File: config.mk
export PLATFORM = sky130hd
export DESIGN_NAME = bxd_div
export DESIGN_NICKNAME = d
export VERILOG_FILES = /design/src/rtl/box_average_image_downscaler_core_defines.svh /design/src/rtl/bxd_pkg.sv /design/src/rtl/bxd_div.sv
export SDC_FILE = /design/constraint.sdc
export NUM_CORES = 1
export LEC_CHECK = 0
export ABC_AREA = 1
export BUFFER_PORTS_ARGS = -buffer_cell sky130_fd_sc_hd__buf_4
export CAP_MARGIN = 10
export CORE_MARGIN = 2
export CORE_UTILIZATION = 47
export CTS_BUF_LIST = sky130_fd_sc_hd__clkbuf_4 sky130_fd_sc_hd__clkbuf_8
export DETAILED_ROUTE_END_ITERATION = 10
export PLACE_DENSITY = 0.71
export RECOVER_POWER = 100
export SYNTH_ARGS = -nofsm -noshare
export SYNTH_HDL_FRONTEND = slang
export SYNTH_SLANG_ARGS = --single-unit
File: constraint.sdc
create_clock -name aclk -period 6.3 [get_ports aclk]
set_input_delay 0 -clock aclk [delete_from_list [all_inputs] [get_ports aclk]]
set_output_delay 0 -clock aclk [all_outputs]
set_load 0.05 [all_outputs]
File: src/rtl/box_average_image_downscaler_core_defines.svh
// Assertion helpers shared by the downscaler RTL.
// Each macro expects aclk and aresetn in scope.
`ifndef BOX_AVERAGE_IMAGE_DOWNSCALER_CORE_DEFINES_SVH
`define BOX_AVERAGE_IMAGE_DOWNSCALER_CORE_DEFINES_SVH

// Same-cycle implication.
`define BXD_ASSERT_NOW(label, ante, cons, msg) \
    label: assert property (@(posedge aclk) disable iff (!aresetn) (ante) |-> (cons)) \
        else $error(msg);

// Next-cycle implication.
`define BXD_ASSERT_NEXT(label, ante, cons, msg) \
    label: assert property (@(posedge aclk) disable iff (!aresetn) (ante) |=> (cons)) \
        else $error(msg);

`endif

File: src/rtl/bxd_pkg.sv
package bxd_pkg;

    localparam int MAX_SOURCE_SIDE  = 4096;
    localparam int MAX_TARGET_WIDTH = 256;
    localparam int CHANNEL_BITS     = 16;

    localparam int SIDE_W  = 13;
    localparam int COORD_W = 12;
    localparam int TGT_W   = 9;
    localparam int BIN_W   = 8;
    localparam int SUM_W   = 40;
    localparam int CNT_W   = 25;
    localparam int NCHAN   = 4;

    localparam int DIV_N_W   = SUM_W + 1;
    localparam int DIV_D_W   = CNT_W;
    localparam int DIV_CNT_W = 6;

    localparam int ADDR_W = 4;

    localparam logic [1:0] REG_SOURCE_WIDTH  = 2'd0;
    localparam logic [1:0] REG_SOURCE_HEIGHT = 2'd1;
    localparam logic [1:0] REG_TARGET_WIDTH  = 2'd2;

    typedef enum logic [2:0] {
        ST_SETUP,
        ST_DIV_START,
        ST_DIV_WAIT,
        ST_IDLE,
        ST_READ,
        ST_EMIT
    } state_t;

    typedef enum logic [1:0] {
        JOB_HEIGHT,
        JOB_COL,
        JOB_ROW,
        JOB_AVG
    } job_t;

    typedef struct packed {
        logic                 done;
        logic [DIV_N_W-1:0]   quotient;
        logic [DIV_D_W-1:0]   remainder;
    } div_status_t;

    function automatic logic [SIDE_W-1:0] clamp_side(input logic [SIDE_W-1:0] v);
        logic [SIDE_W-1:0] r;
        if (v == '0) begin
            r = SIDE_W'(1);
        end else if (v > SIDE_W'(MAX_SOURCE_SIDE)) begin
            r = SIDE_W'(MAX_SOURCE_SIDE);
        end else begin
            r = v;
        end
        return r;
    endfunction

    function automatic logic [TGT_W-1:0] clamp_target(input logic [TGT_W-1:0] v);
        logic [TGT_W-1:0] r;
        if (v > TGT_W'(MAX_TARGET_WIDTH)) begin
            r = TGT_W'(MAX_TARGET_WIDTH);
        end else begin
            r = v;
        end
        return r;
    endfunction

endpackage

File: src/rtl/bxd_div.sv
module bxd_div
    import bxd_pkg::*;
(
    input  logic               aclk,
    input  logic               aresetn,
    input  logic               start,
    input  logic [DIV_N_W-1:0] dividend,
    input  logic [DIV_D_W-1:0] divisor,
    output div_status_t        status
);

    logic                 busy_reg;
    logic                 done_reg;
    logic [DIV_CNT_W-1:0] cnt_reg;
    logic [DIV_N_W-1:0]   quo_reg;
    logic [DIV_D_W-1:0]   rem_reg;
    logic [DIV_D_W-1:0]   div_reg;

    logic [DIV_D_W:0]     shifted;
    logic                 ge;
    logic [DIV_D_W-1:0]   rem_next;

    // One quotient bit per cycle, restoring.
    always_comb begin
        shifted  = {rem_reg, quo_reg[DIV_N_W-1]};
        ge       = shifted >= {1'b0, div_reg};
        rem_next = ge ? DIV_D_W'(shifted - {1'b0, div_reg}) : shifted[DIV_D_W-1:0];
    end

    always_ff @(posedge aclk) begin
        if (!aresetn) begin
            busy_reg <= 1'b0;
            done_reg <= 1'b0;
            cnt_reg  <= '0;
        end else begin
            done_reg <= 1'b0;
            if (start) begin
                busy_reg <= 1'b1;
                cnt_reg  <= DIV_CNT_W'(DIV_N_W);
            end else if (busy_reg) begin
                cnt_reg <= cnt_reg - 1'b1;
                if (cnt_reg == DIV_CNT_W'(1)) begin
                    busy_reg <= 1'b0;
                    done_reg <= 1'b1;
                end
            end
        end
    end

    always_ff @(posedge aclk) begin
        if (start) begin
            quo_reg <= dividend;
            rem_reg <= '0;
            div_reg <= divisor;
        end else if (busy_reg) begin
            quo_reg <= {quo_reg[DIV_N_W-2:0], ge};
            rem_reg <= rem_next;
        end
    end

    assign status.done      = done_reg;
    assign status.quotient  = quo_reg;
    assign status.remainder = rem_reg;

endmodule

==> reports/metrics.csv, run 1 <==
stage;metric;value;unit
outcome;outcome;finished, violations left;
outcome;failing checks;max-capacitance violations, max-slew violations;
timing;RSZ-0062 raised after global routing;no;
hold_path;Hold WC Path Type;input pin to flop;
global_routing;vias in the first global route;5679;
critical_path;Worst EP required;6420;ps
route;residual DRC count;0;
timing;setup TNS;0;ps
logic_synthesis;Post-Syn Nets;926;
route;Vias/cell;4.83;
logic_synthesis;cell taking the most area after synthesis;edfxtp_1;
flow_run;max cap viols;1;
logic_synthesis;Syn Area/Cell;7.32;sq um
finish;fin util;0.618;
floorplanning;Die Height;118;microns
route;drt total wl;16.3;mm
route;initial DRC count;318;
global_routing;first-pass GRT wire length;27.0;mm
timing;Slew @ Worst Pin;3500;ps
finish;# diodes;0;
cts;CTS tree;built;
finish;commonest cells after routing, fill and taps aside;339 x nand2_1, 141 x inv_1, 69 x clkbuf_1;
cts;Clk Latency, worst-skew pair;400;ps
timing;Finish-stage setup viols;0;
route;wire per inst;13.6;microns
timing;post-layout min period;3970;ps
global_routing;GRT Util Overall;0.242;
floorplanning;Ports;136;
logic_synthesis;synth warn;0;
timing;Fin Clk Skew;20.8;ps
cts;CTS Sinks;99;
floorplanning;Std-Cell Rows;41;
logic_synthesis;Area contributors post-synth;edfxtp_1 33%, nand2_1 21%, dfxtp_1 11%;
logic_synthesis;Synth cell types;41;
logic_synthesis;Synth top area share;0.327;
placement;# port buffers;135;
logic_synthesis;Syn Inst Count;829;
finish;max reg flops;41;
route;antenna-violating nets left;0;
critical_path;CP endpoint kind;flop;
critical_path;CP Launch Type;input pin;
power;Cell Pwr Density;199;mW/mm^2
timing;final worst-path cycle share;0.630;
timing;Rel. slew slack;-1.33;
cts;TritonCTS Buffers;9;
route;TritonRoute pass-1 iters;4;
critical_path;CP peak stage delay;2410;ps
power;Max VDD drop;150;uV
finish;Synth-to-Final Area Change;28.6;%
finish;share of cells above drive strength 1;0.107;
timing;max-slew violations;71;
floorplanning;Initial Util;0.481;
logic_synthesis;register area share after synthesis;0.435;
finish;nets;1120;
global_routing;total grt overflow;0;
power;Leak;3.98;nW
floorplanning;core area;0.0126;sq mm
finish;fin area;0.00780;sq mm
route;via count;5793;
placement;dpl hpwl;11.2;mm
critical_path;CP Data Arrival Time;4090;ps
cts;CTS HTree Levels;3;
timing;Peak Freq;252;MHz
cts;root buf cell;clkbuf_8;
finish;most common cell after layout, fill and taps aside;nand2_1;
logic_synthesis;synthesized area;0.00607;sq mm
placement;placer congestion estimate;0.961;
critical_path;WS Path Type;input pin to flop;
floorplanning;die area;0.0138;sq mm
critical_path;CP Max Fanout;70;
placement;Placement Cell Area;0.00719;sq mm
critical_path;Crit-path slowest cell;clkbuf_1;
logic_synthesis;Yosys reg bits;99;
timing;Fin. Hold Viols;0;
critical_path;CP Cell Sequence;clkbuf_1 -> inv_2 -> nor2_1 -> a31oi_1;
global_routing;initial antenna violation count;0;
cts;Clock Path Buffers;2;
floorplanning;Die W;118;microns
global_routing;largest net degree at the start of global routing;71;
cts;Clk pin slew, worst setup/hold paths;110;ps
timing;Hold WS;339;ps
cells by family (layout without fill, tap and decap cells):
| logic type | count (synthesis) | in the layout | share of synthesized area |
|---|---|---|---|
| compound gates | 40 | 40 | 0.0373 |
| xor+xnor | 12 | 12 | 0.0173 |
| fa+ha+maj | 28 | 28 | 0.0590 |
| buf+inv | 164 | 363 | 0.108 |
| flops | 99 | 99 | 0.435 |
| simple gates | 486 | 486 | 0.343 |
power breakdown:
| group | internal (W) | switching, W |
|---|---|---|
| Clock | 0.000193 | 0.000243 |
| Sequential | 0.000749 | 0.0000246 |
| Combinational | 0.000110 | 0.000231 |
| Total | 0.00105 | 0.000498 |
what timing repair did:
| action | 4_1_cts | 5_1_grt |
|---|---|---|
| hold endpoints to repair | 74 | 0 |
| hold buffers | 67 | 0 |
| setup buffers | 0 | 0 |
| gates resized for setup | 0 | 0 |
cell type report:
class / count / area, sq um
fill: 1199 / 4810
multi-input combinational: 566 / 2770
sequential: 99 / 2640
timing repair buffer: 204 / 1440
inverter: 143 / 537
tap: 172 / 215
clock buffer: 10 / 131
clock inverter: 6 / 70.1
stage by stage:
stage | std cells | worst slack, ps | total power, W
finish | 1200 | 2330 | 0.00155
global route | 1200 | 1800 | 0.00162
CTS | 1200 | 3610 | 0.00158
detailed placement | 1117 | 3630 | 0.00112
global placement | 1117 | 3660 | 0.00111
floorplan | 829 | 3840 | 0.00100
routing by layer:
layer  track usage  vias up  share of wire
met5             0        -              0
met3        0.0451       30          0.050
met1         0.308     2640           0.45
li1              -     2968              -
met4        0.0994        0          0.025
met2         0.404      155           0.47
critical path: cells and delay by family:
family | cells | cell delay (ps)
AO/OA/AOI/OAI | 1 | 70
buffers and inverters | 2 | 3640
AND/OR/NAND/NOR | 1 | 310
Yosys cell counts, drive strengths merged:
library cell and instances:
inv 143, xnor2 10, buf 9, xor2 2
edfxtp 66, clkbuf 12, nor3b 2, nor2 46
or2 1, nand2 344, nor3 5, dfxtp 33
o21ai 15, a211oi 2, nor4 1, fa 1
a21o 1, nand3b 7, and2 1, o21a 1
nand4 8, o31ai 1, a31oi 2, ha 27
and3 1, nand3 70, a21oi 18
worst paths after layout:
| check | cells past startpoint | endpoint | slack (ps) | from |
|---|---|---|---|---|
| min | 2 | div_reg[16] | 340 | divisor[16] |
| min reg2reg | 2 | rem_reg[23] | 490 | rem_reg[23] |
| max reg2reg | 12 | rem_reg[7] | 3630 | rem_reg[14] |
| max | 4 | quo_reg[0] | 2330 | start |
(Power assumes the default switching activity.)
==> inputs of run 2 (changes only) <==
--- a/config.mk
+++ b/config.mk
@@ -12,7 +12,7 @@
 export CORE_UTILIZATION = 47
 export CTS_BUF_LIST = sky130_fd_sc_hd__clkbuf_4 sky130_fd_sc_hd__clkbuf_8
 export DETAILED_ROUTE_END_ITERATION = 10
-export PLACE_DENSITY = 0.71
+export PLACE_DENSITY = 0.74
 export RECOVER_POWER = 100
 export SYNTH_ARGS = -nofsm -noshare
 export SYNTH_HDL_FRONTEND = slang
==> constraint.sdc (replaced) <==
create_clock -name aclk -period 3.4 [get_ports aclk]
set_input_delay 0 -clock aclk [delete_from_list [all_inputs] [get_ports aclk]]
set_output_delay 0 -clock aclk [all_outputs]
set_load 0.05 [all_outputs]
==> reports/metrics.csv, run 2 (same netlist as run 1, synthesis figures left out) <==
stage;metric;value;unit;change
finish;commonest cells after routing, fill and taps aside;339 x nand2_1, 142 x inv_1, 69 x clkbuf_1;;
critical_path;CP Launch Type;flop;;
cts;TritonCTS Buffers;9;;unchanged
floorplanning;Ports;136;;unchanged
hold_path;Hold WC Path Type;input pin to flop;;
finish;Synth-to-Final Area Change;28.1;%;
power;Leak;3.99;nW;+0.23%
route;wire per inst;13.5;microns;-0.76%
route;TritonRoute pass-1 iters;5;;+1
critical_path;Crit-path slowest cell;nand2_2;;
floorplanning;Die W;118;microns;unchanged
critical_path;WS Path Type;flop to flop;;
floorplanning;core area;0.0126;sq mm;unchanged
finish;max reg flops;41;;unchanged
timing;post-layout min period;2650;ps;
finish;final std cells w/o fill;1204;;+0.33%
timing;RSZ-0062 raised after global routing;no;;
outcome;outcome;finished, violations left;;
timing;Fin. Hold Viols;0;;unchanged
global_routing;vias in the first global route;5758;;+1.4%
critical_path;Buffers & Inverters on Critical Path;1;;-1
hold_path;hold depth;4;;+2
critical_path;most used cell, CP;nand2_1;;
finish;most common cell after layout, fill and taps aside;nand2_1;;
route;initial DRC count;328;;+3.1%
cts;CTS hold repair buffers;67;;unchanged
critical_path;CP endpoint kind;flop;;
cts;CTS HTree Levels;3;;unchanged
critical_path;Worst EP required;3660;ps;-2760 ps
critical_path;CP Max Fanout;28;;-60%
timing;setup TNS;0;ps;unchanged
critical_path;CP Cell Sequence;inv_1 -> ha_1 -> nand2_1 -> nor2_1 -> nand2_1 -> nand3b_4 -> nand2_2 -> nand2_1 -> nand3_1 -> o21ai_0;;
floorplanning;die area;0.0138;sq mm;unchanged
placement;dpl hpwl;11.4;mm;+2.2%
timing;Peak Freq;377;MHz;
cts;# Post-CTS Setup Buffers;0;;unchanged
timing;Fin Clk Skew;12.7;ps;-8.08 ps
power;Max VDD drop;347;uV;+130%
timing;Finish-stage setup viols;0;;unchanged
critical_path;reg2reg path depth;10;;-2
global_routing;total grt overflow;0;;unchanged
global_routing;GRT Util Overall;0.245;;+0.00356
timing;final worst-path cycle share;0.779;;
finish;fillers;1227;;+2.3%
timing;max-slew violations;69;;-2.8%
route;via count;5707;;-1.5%
critical_path;CP Data Arrival Time;2910;ps;-1180 ps
cts;CTS tree;built;;
finish;nets;1124;;+0.36%
route;Vias/cell;4.74;;-1.8%
placement;dpl cells;1121;;+0.36%
route;drt total wl;16.2;mm;-0.43%
critical_path;critical path depth;10;;+6
finish;# diodes;0;;unchanged
floorplanning;Initial Util;0.481;;unchanged
cts;Clk Latency, worst-skew pair;400;ps;about the same
flow_run;max cap viols;1;;unchanged
global_routing;initial antenna violation count;0;;unchanged
global_routing;first-pass GRT wire length;27.2;mm;+0.61%
power;Cell Pwr Density;359;mW/mm^2;+81%
route;antenna-violating nets left;0;;unchanged
global_routing;largest net degree at the start of global routing;69;;-2.8%
finish;share of cells above drive strength 1;0.105;;-0.00235
floorplanning;Std-Cell Rows;41;;unchanged
floorplanning;Die Height;118;microns;unchanged
outcome;failing checks;max-capacitance violations, max-slew violations;;
cts;PostCTS Resize Cnt;0;;unchanged
timing;Rel. slew slack;-0.0100;;+1.32
cts;Clock Path Buffers;2;;unchanged
critical_path;CP peak stage delay;550;ps;-1860 ps
placement;placer congestion estimate;0.952;;-0.94%
placement;# port buffers;135;;unchanged
cts;CTS Sinks;99;;unchanged
cts;root buf cell;clkbuf_8;;
timing;Slew @ Worst Pin;1520;ps;-1990 ps
route;residual DRC count;0;;unchanged
critical_path;Largest delay share family, worst path;simple AND/OR/NAND/NOR gates;;
cts;Clk pin slew, worst setup/hold paths;100;ps;about the same
==> run 2: changes by cell type in the layout (fill, tap and decap cells not counted), sizes merged <==
cell	change
buf	+2
bufinv	-1
clkbuf	+3
==> run 2: stage by stage <==
stage	cell area, sq um	total power, W	worst slack (ps)	utilization	hold slack (ps)
2_1_floorplan	6070	0.00185	942	-	98.9
3_3_place_gp	7220	0.00206	892	0.572	179
3_5_place_dp	7220	0.00207	877	0.572	180
4_1_cts	8080	0.00287	879	0.640	150
5_1_grt	7780	0.00293	457	0.616	317
6_report	7780	0.00280	750	0.616	308
==> run 2: routing by layer <==
metal	track usage	wire (microns)
met1	0.299	6980
met2	0.420	7880
met3	0.0698	1040
met4	0.0783	321
met5	0	0
==> run 2: final timing paths <==
kind                  to  slack, ps         from
max           rem_reg[0]        750  div_reg[21]
max reg2reg   rem_reg[0]        750  div_reg[21]
min reg2reg  rem_reg[11]        490  rem_reg[11]
min             busy_reg        310        start
==> run 2: area by class of cell <==
type / instances / area [sq um] / share of cell area
inverters: 143 / 537 / 0.0690
clock buffers: 11 / 139 / 0.0179
flip-flops and latches: 99 / 2640 / 0.340
repair buffers: 208 / 1470 / 0.188
multi-input cells: 566 / 2730 / 0.352
well taps: 172 / 215 / 0.0277
clock inverters: 5 / 45.0 / 0.00579
==> run 2: report_power, final <==
group	switching [W]	internal [W]	leakage (nW)	total, W
logic	0.000425	0.000204	2.96	0.000629
clock network	0.000441	0.000294	0.0933	0.000735
registers	0.0000449	0.00139	0.932	0.00143
total	0.000911	0.00188	3.99	0.00280
==> run 2: worst min-delay path, cell delays in order <==
cell	delay, ps
clkbuf_1	160
nor2_1	170
buf_4	270
a211oi_1	70
==> inputs of run 3 (changes only) <==
==> constraint.sdc (replaced) <==
create_clock -name aclk -period 2.3 [get_ports aclk]
set_input_delay 0 -clock aclk [delete_from_list [all_inputs] [get_ports aclk]]
set_output_delay 0 -clock aclk [all_outputs]
set_load 0.05 [all_outputs]
==> reports/metrics.csv, run 3 (same netlist as run 1, synthesis figures left out) <==
stage;metric;value;unit;change
floorplanning;Std-Cell Rows;41;;unchanged
finish;share of cells above drive strength 1;0.120;;+0.0157
timing;max-slew violations;0;;-100%
cts;CTS HTree Levels;3;;unchanged
finish;most common cell after layout, fill and taps aside;nand2_1;;
finish;Synth-to-Final Area Change;31.1;%;
finish;fin util;0.630;;+0.0141
route;via count;5869;;+2.8%
critical_path;CP Launch Type;flop;;
placement;placer congestion estimate;0.955;;+0.28%
hold_path;Hold WC Path Type;input pin to flop;;
critical_path;Worst R2R Start;quo_reg[40];;
floorplanning;core area;0.0126;sq mm;unchanged
timing;final worst-path cycle share;0.915;;+0.135
global_routing;initial antenna violation count;0;;unchanged
timing;Fin Clk Skew;19.1;ps;+6.37 ps
route;antenna-violating nets left;0;;unchanged
finish;fillers;1182;;-3.7%
cts;Clk Latency, worst-skew pair;390;ps;about the same
floorplanning;Die Height;118;microns;unchanged
global_routing;total grt overflow;0;;unchanged
flow_run;max cap viols;0;;-1
critical_path;CP Capture Point;rem_reg[24];;
finish;# diodes;0;;unchanged
power;Pwr Total;0.00434;W;+55%
timing;Peak Freq;475;MHz;+26%
finish;commonest cells after routing, fill and taps aside;338 x nand2_1, 142 x inv_1, 68 x dlygate4sd3_1;;
critical_path;CP Data Arrival Time;2380;ps;-530 ps
timing;RSZ-0062 raised after global routing;yes;;
route;TritonRoute pass-1 iters;5;;unchanged
timing;Fin. Hold Viols;0;;unchanged
finish;max reg flops;41;;unchanged
route;Vias/cell;4.85;;+2.2%
cts;TritonCTS Buffers;9;;unchanged
critical_path;RR Endpoint;rem_reg[24];;
global_routing;vias in the first global route;5811;;+0.92%
cts;Clock Path Buffers;2;;unchanged
critical_path;WS Path Type;flop to flop;;
power;Cell Pwr Density;545;mW/mm^2;+52%
placement;dpl hpwl;11.6;mm;+1.7%
timing;Slew @ Worst Pin;1350;ps;-162 ps
cts;root buf cell;clkbuf_8;;
timing;Rel. slew slack;0.0971;;+0.107
critical_path;crit path launch;quo_reg[40];;
critical_path;FF-to-FF setup slack;200;ps;-550 ps
critical_path;CP endpoint kind;flop;;
global_routing;first-pass GRT wire length;27.5;mm;+1.1%
placement;Placement Cell Area;0.00728;sq mm;+0.80%
cts;CTS tree;built;;
finish;fin area;0.00796;sq mm;+2.3%
route;initial DRC count;296;;-9.8%
route;residual DRC count;0;;unchanged
critical_path;CP Max Fanout;10;;-64%
floorplanning;Die W;118;microns;unchanged
floorplanning;die area;0.0138;sq mm;unchanged
placement;# port buffers;135;;unchanged
critical_path;reg2reg path depth;13;;+3
timing;post-layout min period;2100;ps;-547 ps
floorplanning;Ports;136;;unchanged
finish;nets;1131;;+0.62%
outcome;outcome;completed;;
global_routing;largest net degree at the start of global routing;57;;-17%
global_routing;GRT Util Overall;0.247;;+0.00114
route;drt total wl;16.5;mm;+1.5%
cts;Clk pin slew, worst setup/hold paths;100;ps;about the same
critical_path;Worst EP required;2580;ps;-1080 ps
power;Max VDD drop;458;uV;+32%
timing;Finish-stage setup viols;0;;unchanged
power;Leak;4.05;nW;+1.5%
timing;setup TNS;0;ps;unchanged
floorplanning;Initial Util;0.481;;unchanged
cts;CTS Sinks;99;;unchanged
route;wire per inst;13.6;microns;+0.89%
hold_path;hold_sp;divisor[20];;
[run 3: changes by cell type in the layout (fill, tap and decap cells not counted), moves of 3 or more]
cell	delta
buf_6	+3
nand3_1	-6
buf_4	+6
o21ai_0	-6
o21ai_1	+6
nand3_2	+5
[run 3: layout make-up]
type | instances | area, sq um | area share
multi-input cells | 566 | 2790 | 0.351
flip-flops and latches | 99 | 2640 | 0.332
repair buffers | 215 | 1540 | 0.194
inverters | 143 | 537 | 0.0675
well taps | 172 | 215 | 0.0271
clock buffers | 10 | 138 | 0.0173
clock inverters | 6 | 88.8 | 0.0112
[run 3: metal layers]
metal | vias up | wire length [microns] | GRT usage
met1 | 2650 | 6970 | 0.298
met2 | 192 | 7990 | 0.422
li1 | 2999 | - | -
met3 | 28 | 1110 | 0.0547
met4 | 0 | 393 | 0.107
met5 | - | 0 | 0
[run 3: worst max-delay path: stages (launching register included)]
cell	delay (ps)
edfxtp_1	390
inv_1	100
ha_1	160
inv_1	60
fa_2	390
nand3_1	150
nand3_4	130
nand3b_4	140
buf_4	200
nand3_1	100
nand2_1	60
inv_1	40
nand2_1	50
nand2_1	40
[run 3: timing repair]
action,4_1_cts,5_1_grt
gates resized for setup,0,8
hold buffers,68,0
buffers inserted,0,0
endpoints found under the hold margin,86,0
endpoints found under the setup margin,0,26
[run 3: how the worst min path moves through the flow]
| stage | end | slack [ps] | cells after the start |
|---|---|---|---|
| after global routing | div_reg[11] | 340 | 2 |
| after CTS | div_reg[1] | 300 | 2 |
| after floorplan | div_reg[0] | 100 | 0 |
| after global placement | div_reg[21] | 180 | 1 |
| final | div_reg[20] | 340 | 2 |
| after detailed placement | div_reg[23] | 180 | 1 |
[run 3: report_power, final]
part | switching, W | internal (W) | leakage (nW)
clock | 0.000630 | 0.000642 | 0.108
sequential | 0.0000713 | 0.00205 | 0.932
combinational | 0.000638 | 0.000307 | 3.01
[run 3: through the flow]
step / setup slack (ps) / hold slack (ps) / cells
global placement: 107 / 179 / 1127
detailed placement: 54.2 / 179 / 1127
finish: 196 / 342 / 1211
floorplan: 16.9 / 98.9 / 829
global route: -9.59 / 335 / 1211
CTS: 43.0 / 301 / 1211
